===== src/design/c8hfc_pkg.sv =====
// Shared types, constants and CRC/hex helper functions for the CRC-8 hex frame checker.
package c8hfc_pkg;

  localparam logic [7:0] CRC_POLY      = 8'h8C;  // reflected Dallas/Maxim polynomial
  localparam logic [7:0] ASCII_ZERO    = 8'd48;
  localparam logic [7:0] ASCII_NINE    = 8'd57;
  localparam logic [7:0] HEX_ALPHA_OFS = 8'd55;  // 'A' - 10
  localparam logic [7:0] NIB_LO_MASK   = 8'h0F;
  localparam logic [7:0] NIB_HI_MASK   = 8'hF0;
  localparam logic [3:0] NIB_MAX_DEC   = 4'd9;

  localparam int unsigned OQ_DEPTH = 2;
  localparam logic [1:0]  OQ_FULL  = 2'(OQ_DEPTH);

  // Number of result transfers one input item causes.
  localparam logic [1:0] NRES_NONE  = 2'd0;
  localparam logic [1:0] NRES_CHECK = 2'd1;
  localparam logic [1:0] NRES_GEN   = 2'd2;

  typedef struct packed {
    logic [7:0] hex_char;
    logic       check_pass;
    logic       last_result;
  } result_t;

  typedef struct packed {
    logic [1:0] n_res;       // result transfers caused by the presented item
    result_t    res0;        // first result
    result_t    res1;        // second result (generate mode only)
    logic       check_mode;  // current mode register
  } frm_out_t;

  // One byte through the LSB-first CRC-8, eight shift steps.
  function automatic logic [7:0] crc8_update(logic [7:0] crc, logic [7:0] data);
    logic [7:0] c;
    c = crc ^ data;
    for (int k = 0; k < 8; k++) begin
      if (c[0]) begin
        c = (c >> 1) ^ CRC_POLY;
      end else begin
        c = c >> 1;
      end
    end
    return c;
  endfunction

  // Decimal digits give code - 48, everything else code - 55 (mod 256).
  function automatic logic [7:0] hex_digit_value(logic [7:0] ch);
    logic [7:0] v;
    if (ch >= ASCII_ZERO && ch <= ASCII_NINE) begin
      v = ch - ASCII_ZERO;
    end else begin
      v = ch - HEX_ALPHA_OFS;
    end
    return v;
  endfunction

  function automatic logic [7:0] nibble_to_hex(logic [3:0] n);
    logic [7:0] v;
    if (n > NIB_MAX_DEC) begin
      v = {4'd0, n} + HEX_ALPHA_OFS;
    end else begin
      v = {4'd0, n} + ASCII_ZERO;
    end
    return v;
  endfunction

endpackage


===== src/design/c8hfc_frame.sv =====
// Frame state of the CRC-8 hex checker: running CRC, held trailer characters, mode register.
module c8hfc_frame (
  input  logic                clk_i,
  input  logic                rst_ni,
  input  logic                cfg_we_i,
  input  logic                cfg_wdata_i,
  input  logic                fire_i,      // consume the presented character
  input  logic [7:0]          char_i,
  input  logic                last_i,
  output c8hfc_pkg::frm_out_t frm_o
);
  import c8hfc_pkg::*;

  logic       mode_q, mode_d;
  logic [7:0] crc_q, crc_d;
  logic [7:0] held0_q, held0_d;
  logic [7:0] held1_q, held1_d;
  logic [1:0] cnt_q, cnt_d;

  logic       full_hold;
  logic [7:0] crc_gen;
  logic [7:0] crc_shift;   // CRC after the oldest held character
  logic [7:0] hi_val;
  logic [7:0] lo_val;
  logic [7:0] trl_byte;
  logic [7:0] crc_chk;

  assign full_hold = cnt_q[1];
  assign crc_gen   = crc8_update(crc_q, char_i);
  assign crc_shift = crc8_update(crc_q, held0_q);
  assign lo_val    = hex_digit_value(char_i);
  assign trl_byte  = ((hi_val << 4) & NIB_HI_MASK) | (lo_val & NIB_LO_MASK);
  assign crc_chk   = crc8_update(full_hold ? crc_shift : crc_q, trl_byte);

  always_comb begin
    if (full_hold) begin
      hi_val = hex_digit_value(held1_q);
    end else if (cnt_q[0]) begin
      hi_val = hex_digit_value(held0_q);
    end else begin
      hi_val = '0;
    end
  end

  always_comb begin
    frm_o.check_mode = mode_q;
    frm_o.res0       = '0;
    frm_o.res1       = '0;
    if (!last_i) begin
      frm_o.n_res = NRES_NONE;
    end else if (mode_q) begin
      frm_o.n_res            = NRES_CHECK;
      frm_o.res0.check_pass  = (crc_chk == 8'd0);
      frm_o.res0.last_result = 1'b1;
    end else begin
      frm_o.n_res            = NRES_GEN;
      frm_o.res0.hex_char    = nibble_to_hex(crc_gen[7:4]);
      frm_o.res1.hex_char    = nibble_to_hex(crc_gen[3:0]);
      frm_o.res1.last_result = 1'b1;
    end
  end

  always_comb begin
    mode_d  = mode_q;
    crc_d   = crc_q;
    held0_d = held0_q;
    held1_d = held1_q;
    cnt_d   = cnt_q;
    if (cfg_we_i) begin
      mode_d  = cfg_wdata_i;
      crc_d   = '0;
      held0_d = '0;
      held1_d = '0;
      cnt_d   = '0;
    end else if (fire_i) begin
      if (last_i) begin
        crc_d   = '0;
        held0_d = '0;
        held1_d = '0;
        cnt_d   = '0;
      end else if (!mode_q) begin
        crc_d = crc_gen;
      end else if (full_hold) begin
        crc_d   = crc_shift;
        held0_d = held1_q;
        held1_d = char_i;
      end else if (cnt_q[0]) begin
        held1_d = char_i;
        cnt_d   = 2'd2;
      end else begin
        held0_d = char_i;
        cnt_d   = 2'd1;
      end
    end
  end

  always_ff @(posedge clk_i or negedge rst_ni) begin
    if (!rst_ni) begin
      mode_q  <= 1'b0;
      crc_q   <= '0;
      held0_q <= '0;
      held1_q <= '0;
      cnt_q   <= '0;
    end else begin
      mode_q  <= mode_d;
      crc_q   <= crc_d;
      held0_q <= held0_d;
      held1_q <= held1_d;
      cnt_q   <= cnt_d;
    end
  end

  a_cnt_range: assert property (@(posedge clk_i) disable iff (!rst_ni)
    cnt_q != 2'd3)
    else $error("held count out of range");

  a_gen_no_hold: assert property (@(posedge clk_i) disable iff (!rst_ni)
    !mode_q |-> cnt_q == 2'd0)
    else $error("characters held in generate mode");

  a_frame_clear: assert property (@(posedge clk_i) disable iff (!rst_ni)
    fire_i && last_i |=> crc_q == 8'd0 && cnt_q == 2'd0)
    else $error("frame state not cleared after last character");

endmodule


===== src/design/crc8_hex_frame_check.sv =====
// Top level of the CRC-8 (Dallas/Maxim) hex frame generator and checker.
// Characters enter as stream transfers, tlast on the final character of a frame.
// With cfg_wdata_i = 0 written (generate mode) every character goes through the
// CRC (reflected polynomial 0x8C, start 0) and the last one yields two result
// transfers: the CRC as uppercase ASCII hex, high digit first, tlast on the second.
// With 1 written (check mode) the last two characters of the frame are taken as a
// hex trailer; the frame's last character yields one transfer whose tuser bit says
// whether the CRC over message and decoded trailer is zero. Writing the mode drops
// any frame under way; write it only while the block is idle. Throughput is one
// character per cycle unless a final character waits for queue room: each is
// registered at the input and consumed in the following cycle by the CRC logic,
// which posts its results into a two-entry output queue. A final character is
// consumed only once the queue has room for all its results (two free entries in
// generate mode), so with tready held high a one-character generate frame that
// directly follows a generate-mode frame end waits until the earlier frame's second
// digit is taken. A final character's results show once it has fired into the queue.
module crc8_hex_frame_check (
  input  logic       clk_i,
  input  logic       rst_ni,
  // configuration: mode register
  input  logic       cfg_we_i,
  input  logic       cfg_wdata_i,     // check_mode
  // character input
  input  logic       s_axis_tvalid_i,
  output logic       s_axis_tready_o,
  input  logic [7:0] s_axis_tdata_i,  // [7:0] data_char
  input  logic       s_axis_tlast_i,  // last_char
  // result output
  output logic       m_axis_tvalid_o,
  input  logic       m_axis_tready_i,
  output logic [7:0] m_axis_tdata_o,  // [7:0] hex_char
  output logic       m_axis_tuser_o,  // [0] check_pass
  output logic       m_axis_tlast_o   // last_result
);
  import c8hfc_pkg::*;

  // input register
  logic       in_vld_q;
  logic [7:0] in_char_q;
  logic       in_last_q;

  // output queue, entry 0 is the head
  result_t    oq0_q, oq0_d;
  result_t    oq1_q, oq1_d;
  logic [1:0] oq_cnt_q, oq_cnt_d;

  frm_out_t   frm;
  logic       s_xfer;
  logic       pop;
  logic       fire;
  logic [1:0] oq_free;
  logic [1:0] oq_rem;     // entries left after this cycle's pop

  assign pop     = m_axis_tvalid_o && m_axis_tready_i;
  assign oq_rem  = oq_cnt_q - {1'b0, pop};
  assign oq_free = OQ_FULL - oq_rem;
  assign fire    = in_vld_q && (frm.n_res <= oq_free);

  // Take a new character when none is held or the held one is consumed this cycle.
  assign s_axis_tready_o = !in_vld_q || fire;
  assign s_xfer          = s_axis_tvalid_i && s_axis_tready_o;

  c8hfc_frame u_frame (
    .clk_i       (clk_i),
    .rst_ni      (rst_ni),
    .cfg_we_i    (cfg_we_i),
    .cfg_wdata_i (cfg_wdata_i),
    .fire_i      (fire),
    .char_i      (in_char_q),
    .last_i      (in_last_q),
    .frm_o       (frm)
  );

  always_ff @(posedge clk_i or negedge rst_ni) begin
    if (!rst_ni) begin
      in_vld_q <= 1'b0;
    end else if (s_axis_tready_o) begin
      in_vld_q <= s_axis_tvalid_i;
    end
  end

  // Payload holds until the next transfer; no reset needed.
  always_ff @(posedge clk_i) begin
    if (s_xfer) begin
      in_char_q <= s_axis_tdata_i;
      in_last_q <= s_axis_tlast_i;
    end
  end

  // Advance the queue: drop the popped head, then append the new results.
  always_comb begin
    logic [1:0] n_push;
    result_t    r0;
    n_push = fire ? frm.n_res : NRES_NONE;
    r0     = pop ? oq1_q : oq0_q;
    oq_cnt_d = oq_rem + n_push;
    case (oq_rem)
      2'd0: begin
        oq0_d = frm.res0;
        oq1_d = frm.res1;
      end
      2'd1: begin
        oq0_d = r0;
        oq1_d = frm.res0;
      end
      default: begin
        oq0_d = oq0_q;
        oq1_d = oq1_q;
      end
    endcase
  end

  always_ff @(posedge clk_i or negedge rst_ni) begin
    if (!rst_ni) begin
      oq_cnt_q <= '0;
    end else begin
      oq_cnt_q <= oq_cnt_d;
    end
  end

  always_ff @(posedge clk_i) begin
    oq0_q <= oq0_d;
    oq1_q <= oq1_d;
  end

  assign m_axis_tvalid_o = (oq_cnt_q != 2'd0);
  assign m_axis_tdata_o  = oq0_q.hex_char;
  assign m_axis_tuser_o  = oq0_q.check_pass;
  assign m_axis_tlast_o  = oq0_q.last_result;

  a_oq_bound: assert property (@(posedge clk_i) disable iff (!rst_ni)
    oq_cnt_q <= OQ_FULL)
    else $error("output queue overflow");

  a_gen_pair: assert property (@(posedge clk_i) disable iff (!rst_ni)
    fire && in_last_q && !frm.check_mode |=> oq_cnt_q == OQ_FULL && !oq0_q.last_result
      && oq1_q.last_result)
    else $error("generate-mode digit pair not queued");

  a_check_one: assert property (@(posedge clk_i) disable iff (!rst_ni)
    fire && in_last_q && frm.check_mode |=> oq_cnt_q != 2'd0 && m_axis_tvalid_o)
    else $error("check-mode result not queued");

endmodule

===== config.mk =====
export PLATFORM = sky130hd
export DESIGN_NAME = crc8_hex_frame_check
export DESIGN_NICKNAME = d
export VERILOG_FILES = /design/src/design/c8hfc_pkg.sv /design/src/design/c8hfc_frame.sv /design/src/design/crc8_hex_frame_check.sv
export SDC_FILE = /design/constraint.sdc
export NUM_CORES = 1
export LEC_CHECK = 0
export BUFFER_PORTS_ARGS = -buffer_cell sky130_fd_sc_hd__buf_2
export CORE_MARGIN = 8
export CORE_UTILIZATION = 40
export DETAILED_ROUTE_END_ITERATION = 7
export PLACE_DENSITY = 0.62
export SLEW_MARGIN = 20
export SYNTH_ARGS = -nofsm -noshare
export SYNTH_HDL_FRONTEND = slang
export SYNTH_SLANG_ARGS = --single-unit

===== constraint.sdc =====
create_clock -name clk_i -period 3.5 [get_ports clk_i]
set_input_delay 0.175 -clock clk_i [delete_from_list [all_inputs] [get_ports clk_i]]
set_output_delay 0.175 -clock clk_i [all_outputs]
set_load 0.005 [all_outputs]

# Word level (Yosys, flattened, before mapping)
# Index checks and enable logic that the tools add are counted.
dict set report classes {
  n_eq_ne 4
  order_cmp 9
  mux 66
  add_sub_neg 13
  bitwise 28
  reduce_logical 20
}
# op n
set op_table {}
lappend op_table {{2-to-1 mux 8 bit} 41}
lappend op_table {{NOT 2 -> 3 bit} 24}
lappend op_table {{one-hot mux 10 bit (2 select lines)} 2}
lappend op_table {{adder 4 x 6 -> 7 bit (second input constant)} 4}
lappend op_table {{2-to-1 mux 7 bit} 4}
lappend op_table {{greater-or-equal comparator 8 x 6 -> 1 bit (second input constant)} 3}
lappend op_table {{<= comparator 8 x 6 -> 1 bit (second input constant)} 3}
lappend op_table {{bitwise XOR 8 bit} 3}
lappend op_table {{2-to-1 mux 2 bit} 10}
lappend op_table {{2-to-1 mux 4 bit} 5}
lappend op_table {{2-to-1 mux 17 bit} 1}
lappend op_table {{subtractor 4 x 1 -> 4 bit (second input constant)} 3}
lappend op_table {{subtractor 4 x 3 -> 4 bit (second input constant)} 3}
lappend op_table {{2-to-1 mux 10 bit} 1}
lappend op_table {{AND reduction 3 bit} 3}
lappend op_table {{> comparator 4 bit (second input constant)} 2}
lappend op_table {{zero test 8 bit} 1}
lappend op_table {{bitwise OR 8 x 4 -> 8 bit} 1}
lappend op_table {{logical AND 1 bit} 6}
lappend op_table {{nonzero test 2 bit} 3}
lappend op_table {{!= test 4 x 3 -> 1 bit (second input constant)} 1}
lappend op_table {{AND reduction 2 bit} 2}
lappend op_table {{nonzero test 4 bit} 1}
lappend op_table {{!= test 3 bit (second input constant)} 1}
lappend op_table {{other kinds (11)} 12}
dict set report word_totals {
  output_inout_bits 12
  input_bits 15
  register_bits 59
  elab_cells 156
}

# Longest topological paths before layout
# Gate-level depths: netlist of run 1.
dict set report depth {
  word_depth 39
  mapped_depth 14
  depth_no_buf 13
}

# Modules after synthesis
# A second synthesis of run 1 with hierarchy kept.
dict set report hier_totals {
  cells_unflattened 389
  area_unflattened_um2 4177.8
}
# module cells_each area_per_inst_um2 n_inst seq_area_each_um2
set by_module_without_submodules {}
lappend by_module_without_submodules {c8hfc_frame 309 2788.9 1 675.6}
lappend by_module_without_submodules {crc8_hex_frame_check 80 1388.8 1 945.9}

# Worst setup path after synthesis of run 1
# Ideal clock, no wire load.
dict set report synth_path {
  path_kind {register -> register}
  start {register oq_cnt_q[0]}
  end {register u_frame.crc_q[2]}
  t_required_ns 3.436
  n_path_buf 1
  setup_ns 0.064
  synth_period_minus_slack_ns 3.129
  path_stages_with_launch 15
  t_arrival_ns 3.065
  path_slack_ns 0.371
  path_cell_list {dfrtp_1 -> or2_2 -> and2_1 -> ha_1 -> xnor2_1 -> ha_1 -> ha_1 -> nor2b_1 -> o21ai_0 -> nand2_1 -> nor2_1 -> clkbuf_1 -> o21ai_0 -> a31oi_1 -> a21o_1}
}
dict set report synth_via {
  elab_chain_cells 7
}
# item line_no
set synth_lines {}
lappend synth_lines {{from (decl)} crc8_hex_frame_check.sv:45} ;# logic [1:0] oq_cnt_q, oq_cnt_d;
lappend synth_lines {{from (signal assigned)} crc8_hex_frame_check.sv:117} ;# oq_cnt_q <= oq_cnt_d;
lappend synth_lines {{nonzero test 2 bit} crc8_hex_frame_check.sv:126} ;# assign m_axis_tvalid_o = (oq_cnt_q != 2'd0);
lappend synth_lines {{net m_axis_tvalid_o} crc8_hex_frame_check.sv:29} ;# output logic m_axis_tvalid_o,
lappend synth_lines {{logical AND 1 bit} crc8_hex_frame_check.sv:54} ;# assign pop = m_axis_tvalid_o && m_axis_tready_i;
lappend synth_lines {{subtractor 2 x 1 -> 2 bit} crc8_hex_frame_check.sv:55} ;# assign oq_rem = oq_cnt_q - {1'b0, pop};
lappend synth_lines {{subtractor 2 bit} crc8_hex_frame_check.sv:56} ;# assign oq_free = OQ_FULL - oq_rem;
lappend synth_lines {{<= comparator 2 bit} crc8_hex_frame_check.sv:57} ;# assign fire = in_vld_q && (frm.n_res <= oq_free);
lappend synth_lines {{logical AND 1 bit} crc8_hex_frame_check.sv:57}
lappend synth_lines {{nonzero test 2 bit (no source line)} -}
lappend synth_lines {{to (signal assigned)} c8hfc_frame.sv:106} ;# crc_q <= crc_d;
lappend synth_lines {{to (decl)} c8hfc_frame.sv:15} ;# logic [7:0] crc_q, crc_d;
# The timed path passes the listed nets, and every way through them passes these cells.
# A chain may end at the register's enable or synchronous reset.

# Worst setup path after layout of run 1
dict set report layout_path {
  start {register oq_cnt_q[1]}
  end {register u_frame.held1_q[1]}
}
dict set report layout_via {
  elab_chain_cells 8
}
# item line_no
set layout_lines {}
lappend layout_lines {{nonzero test 2 bit} crc8_hex_frame_check.sv:126}
lappend layout_lines {{logical AND 1 bit} crc8_hex_frame_check.sv:54}
lappend layout_lines {{subtractor 2 x 1 -> 2 bit (*)} crc8_hex_frame_check.sv:55}
lappend layout_lines {{subtractor 2 bit (*)} crc8_hex_frame_check.sv:56}
lappend layout_lines {{<= comparator 2 bit (*)} crc8_hex_frame_check.sv:57}
lappend layout_lines {{logical AND 1 bit (*)} crc8_hex_frame_check.sv:57}
lappend layout_lines {{nonzero test 2 bit (no source line) (*)} -}
lappend layout_lines {{AND reduction 3 bit (no source line) (*)} -}
lappend layout_lines {{to (signal assigned)} c8hfc_frame.sv:108} ;# held1_q <= held1_d;
lappend layout_lines {{to (decl)} c8hfc_frame.sv:17} ;# logic [7:0] held1_q, held1_d;
# Mark *: on every way between the ends. The rest lies on a longest branch, timed or not.

==> results.yml, run 1 <==
route:
  routed_wl_um: 9400
  vias: 3011
  ant_nets: 0
  drc: 0
  drt_iter0_markers: 236
  avgViaCountPerCell: 5.35
  avgRoutedWirePerCell_um: 16.7
  dr.pass1.iters: 5
timing:
  slew_headroom: 0.310
  rsz0062_at_grt: "no"
  post-route-min-period_ps: 3170
  worstMarginPinSlew_ps: 1040
  fmax_ghz: 0.315
  slew_violations: 0
  fin_skew_ps: 11.8
  finalSetupTns_ps: 0
  post-route-period-util: 0.907
  whs_ps: 28.4
  hold_violations: 0
  setup_viol: 0
  worst_slack_ps: 326
synth:
  ys.warnings.count: 0
  syn_inst: 393
  syn_area_sq_um: 4060
  ys_seq_area_frac: 0.384
  synth_cell_types: 62
  synth_edf_count: 27
  ys.flop_type: "dfrtp_1"
  synth_seq_cells: 57
  synthArstFlopShare: 0.526
  syn_nets: 430
  syn_avg_cell_area_sq_um: 10.3
final_layout:
  nets: 462
  multi_input_area_sq_um: 2320
  diodes: 0
  area_growth_pct: 13.5
  fill_cells: 935
  drive_gt1_frac: 0.163
  final_area_sq_um: 4610
  seq_area_sq_um: 1560
worst_setup_path:
  path_cells: "or2_2, and2_1, ha_1, xnor2_2, ha_1, ha_1, nor2b_1, o21ai_0, nand2_1, nand2b_1, o21ai_1, a22o_1"
  critPathMostFrequentCell: "ha_1"
  worstSetupPathType: "reg2reg"
  cp-end-kind: "flip-flop"
  critPathBufInv: 0
  crit_arrival_ps: 3420
  cp_slowest_cell: "dfrtp_1"
  start_kind: "flip-flop"
  worstPathMaxFanout: 8
  cp.required_ps: 3740
  critPathTopFamily: "simple AND/OR/NAND/NOR gates"
  max_stage_delay_ps: 410
place:
  dpl_cell_area_sq_um: 4280
  portBuffers: 25
  gp_congestion: 0.865
  pre_cts_ws_ps: 239
  hpwl_um: 6960
clock_tree:
  clk_path_buf_depth: 2
  cts_tree: "yes"
  cts.sinks: 57
  cts_made_buffers: 9
  cts_root_buf: "clkbuf_8"
  cts.clk_slew.worst_paths_ps: 80
  clock_latency_ps: 350
  cts.htree.levels: 3
grt:
  grt_pass1_vias: 2933
  grt_max_degree: 31
  antenna_found_initial: 0
  grtUsageTotal: 0.146
  grt_pass1_wl_um: 15300
  gr-total-overflow: 0
die:
  rows: 36
  die_height_um: 117
  die_w_um: 117
  start_util: 0.414
  ios: 27
  dieArea_sq_um: 13600
  coreArea_sq_um: 9820
status:
  outcome: "finished, final reports clean"
hold_path:
  hp-class: "in2reg"
run:
  cap_violations: 0
-- cell usage after synthesis, types with 4 or more instances --
cell / number / share of area
nand3_1: 6 / 0.0074
dfrtp_1: 30 / 0.18
a21oi_1: 18 / 0.022
o21bai_1: 4 / 0.0074
nor3_1: 4 / 0.0049
o22ai_1: 4 / 0.0062
edfxtp_1: 27 / 0.20
buf_2: 4 / 0.0049
a211oi_1: 7 / 0.013
o21ai_0: 25 / 0.031
nand2b_1: 6 / 0.0092
o41ai_1: 8 / 0.017
ha_1: 22 / 0.068
and2_1: 5 / 0.0077
nor2_1: 21 / 0.019
o21ai_1: 4 / 0.0049
mux2i_1: 12 / 0.030
clkbuf_1: 13 / 0.012
inv_1: 18 / 0.017
xnor2_1: 32 / 0.069
a21o_1: 4 / 0.0074
nand2_1: 32 / 0.030
xnor3_1: 4 / 0.022
a22o_1: 14 / 0.030
xor2_1: 13 / 0.028
-- state kept, by name, summed over array words and instances (netlist names) --
register	flops
oq1_q	9
u_frame.crc_q	8
m_axis_tuser_o	1
u_frame.cnt_q	2
u_frame.mode_q	1
u_frame.held0_q	8
in_vld_q	1
m_axis_tlast_o	1
oq_cnt_q	2
in_char_q	8
in_last_q	1
m_axis_tdata_o	7
u_frame.held1_q	8
-- metal layers --
metal  up-vias  track usage  share of wire
li1       1466            -              -
met1      1449        0.207           0.50
met2        84        0.216           0.44
met3        12       0.0308          0.039
met4         0       0.0495          0.017
met5         -            0              0
-- area by class of cell --
class,instances,area share
Multi-Input combinational cell,296,0.503
Sequential cell,57,0.338
Timing Repair Buffer,43,0.0618
Tap cell,133,0.0361
Clock buffer,10,0.0277
Clock inverter,6,0.0179
Inverter,18,0.0146
-- timing repair --
action                                 in CTS  in global routing
buffers inserted                            0                  2
hold buffers                                8                  2
setup endpoints to repair                   0                 19
gates resized for setup                     0                  1
endpoints found under the hold margin      37                  2
-- placed cells by master, fill, tap and decap left out, types with 4 or more instances in the layout --
master,instances
nand2_1,32
xnor2_1,31
dfrtp_1,30
edfxtp_1,27
o21ai_0,25
buf_2,25
ha_1,22
nor2_1,21
inv_1,18
a21oi_1,18
a22o_1,14
xor2_1,13
mux2i_1,12
dlygate4sd3_1,10
clkbuf_8,9
o41ai_1,8
buf_4,8
a211oi_1,7
nand2b_1,6
nand3_1,6
and2_1,5
xnor2_2,4
nor3_1,4
o21ai_1,4
xnor3_1,4
o21bai_1,4
o22ai_1,4
a21o_1,4
-- worst paths after layout --
kind | startpoint | to | slack [ps] | depth (start not counted)
max in group asynchronous | rst_ni | u_frame.crc_q[5]$_DFFE_PN0N_ | 2600 | 2
min | s_axis_tvalid_i | in_vld_q$_DFFE_PN0N_ | 30 | 2
min reg2reg | oq1_q[2]$_DFFE_PP_ | m_axis_tdata_o[0]$_DFFE_PP_ | 520 | 2
max reg2reg | oq_cnt_q[1]$_DFF_PN0_ | u_frame.held1_q[1]$_DFFE_PN0P_ | 330 | 12
min in group asynchronous | rst_ni | u_frame.held1_q[4]$_DFFE_PN0P_ | 420 | 2
max | oq_cnt_q[1]$_DFF_PN0_ | u_frame.held1_q[1]$_DFFE_PN0P_ | 330 | 12
-- metrics by stage --
stage           util  cells
2_1_floorplan      -    393
3_3_place_gp   0.436    535
3_5_place_dp   0.436    535
4_1_cts        0.465    559
5_1_grt        0.470    563
6_report       0.470    563
-- logic make-up (layout without fill, tap and decap cells) --
kind of cell / after synthesis / count (layout) / share of synthesized area
AO/OA/AOI/OAI: 107 / 107 / 0.182
XOR/XNOR: 59 / 59 / 0.170
adder cells (fa/ha/maj): 22 / 22 / 0.0677
buffers and inverters: 40 / 77 / 0.0462
flip-flops: 57 / 57 / 0.384
multiplexers: 15 / 15 / 0.0379
other: 1 / 1 / 0.000923
AND/OR/NAND/NOR: 92 / 92 / 0.111
Power of run 1 is left out: the tool's default activity adds up to more than one toggle a clock period on the data nets, which glitch-free logic cannot reach.
==> run 2: changes to the inputs <==
--- a/config.mk
+++ b/config.mk
@@ -8,6 +8,7 @@
 export BUFFER_PORTS_ARGS = -buffer_cell sky130_fd_sc_hd__buf_2
 export CORE_MARGIN = 8
 export CORE_UTILIZATION = 40
+export CTS_BUF_LIST = sky130_fd_sc_hd__clkbuf_16
 export DETAILED_ROUTE_END_ITERATION = 7
 export PLACE_DENSITY = 0.62
 export SLEW_MARGIN = 20
==> results.yml, run 2 (synthesis gave the netlist of run 1 again) <==
place:
  portBuffers: 25
  placed_cells: 535
  hpwl_um: 6960
  gp_congestion: 0.865
  dpl_cell_area_sq_um: 4280
grt:
  gr-total-overflow: 0
  grt_pass1_vias: 2936
  grtUsageTotal: 0.146
  grt_pass1_wl_um: 15300
  grt_max_degree: 31
  antenna_found_initial: 0
final_layout:
  drive_gt1_frac: 0.162
  final_area_sq_um: 4610
  final_common_cell: "nand2_1"
  area_growth_pct: 13.4
  max_flop_register: "oq1_q"
  fill_cells: 920
  diodes: 0
  final_cells: 552
  largest_register_ffs: 9
  nets: 451
  mostFrequentLayoutCells: "nand2_1, xnor2_1, dfrtp_1"
timing:
  hold_violations: 0
  setup_viol: 0
  slew_violations: 0
  finalSetupTns_ps: 0
  post-route-period-util: 0.918
  rsz0062_at_grt: "no"
  fmax_ghz: 0.311
  slew_headroom: 0.327
  post-route-min-period_ps: 3210
  worstMarginPinSlew_ps: 1010
  fin_skew_ps: 9.41
clock_tree:
  cts_made_buffers: 9
  cts.sinks: 57
  cts.htree.levels: 3
  cts_tree: "yes"
  cts.clk_slew.worst_paths_ps: 60
  cts_root_buf: "clkbuf_16"
  clk_path_buf_depth: 2
  clock_latency_ps: 330
route:
  ant_nets: 0
  drt_iter0_markers: 209
  avgRoutedWirePerCell_um: 16.8
  dr.pass1.iters: 4
  drc: 0
  avgViaCountPerCell: 5.40
  routed_wl_um: 9290
  vias: 2979
hold_path:
  hp-class: "in2reg"
worst_setup_path:
  crit_arrival_ps: 3430
  worstPathMaxFanout: 8
  critPathMostFrequentCell: "ha_1"
  start_kind: "flip-flop"
  critPathTopFamily: "simple AND/OR/NAND/NOR gates"
  cp-end-kind: "flip-flop"
  worstSetupPathType: "reg2reg"
  cp_slowest_cell: "dfrtp_1"
  max_stage_delay_ps: 400
  path_cells: "or2_2, and2_1, ha_1, xnor2_2, ha_1, ha_1, nor2b_1, o21ai_0, nand2_1, nand2b_1, o21ai_1, a22o_1"
  critPathBufInv: 0
  cp.required_ps: 3720
die:
  die_w_um: 117
  start_util: 0.414
  rows: 36
  coreArea_sq_um: 9820
  dieArea_sq_um: 13600
  die_height_um: 117
  ios: 27
status:
  outcome: "finished, final reports clean"
run:
  cap_violations: 0
[run 2: cell count changes in the layout (fill, tap and decap cells not counted), sizes merged]
cell / before / now
dlygate4sd3: 10 / 1
clkbuf: 10 / 9
buf: 33 / 31
inv: 18 / 19
[run 2: cell type report]
class                           count  area, sq um  area share
Sequential cell                    57         1560       0.339
Clock buffer                        9          225      0.0489
Inverter                           18         67.6      0.0147
Clock inverter                      7         86.3      0.0187
Multi-Input combinational cell    296         2320       0.504
Tap cell                          133          166      0.0361
Timing Repair Buffer               32          180      0.0391
[run 2: worst reg2reg max path: stages (launching register included)]
cell,delay (ps)
dfrtp_1,400
or2_2,290
and2_1,180
ha_1,210
xnor2_2,200
ha_1,270
ha_1,290
nor2b_1,130
o21ai_0,200
nand2_1,190
nand2b_1,200
o21ai_1,240
a22o_1,300
[run 2: repair_timing]
action                     CTS  global route
hold endpoints to repair    30             0
setup endpoints to repair    0            18
setup buffers                0             0
resized for setup            0             1
hold buffers                 1             0
[run 2: final timing paths]
path | depth (start not counted) | slack [ps] | startpoint | to
max in group asynchronous | 2 | 2600 | rst_ni | oq_cnt_q[1]$_DFF_PN0_
setup reg to reg | 12 | 290 | oq_cnt_q[1]$_DFF_PN0_ | u_frame.held1_q[1]$_DFFE_PN0P_
hold reg to reg | 2 | 520 | oq1_q[2]$_DFFE_PP_ | m_axis_tdata_o[0]$_DFFE_PP_
hold / removal | 1 | 20 | s_axis_tdata_i[6] | in_char_q[6]$_DFFE_PP_
min in group asynchronous | 2 | 430 | rst_ni | u_frame.held1_q[4]$_DFFE_PN0P_
setup / recovery | 12 | 290 | oq_cnt_q[1]$_DFF_PN0_ | u_frame.held1_q[1]$_DFFE_PN0P_
[run 2: through the flow]
step	setup slack (ps)	utilization	hold slack, ps
global route	3.52	0.469	12.6
CTS	214	0.469	13.0
global placement	322	0.436	264
finish	285	0.469	22.8
detailed placement	239	0.436	273
floorplan	371	-	-121
[run 2: metal layers]
metal	vias to the layer above	part of all wire	track usage
li1	1449	-	-
met1	1441	0.50	0.206
met2	77	0.44	0.217
met3	12	0.041	0.0272
met4	0	0.016	0.0546
met5	-	0	0
Power of run 2 is left out for the same reason.
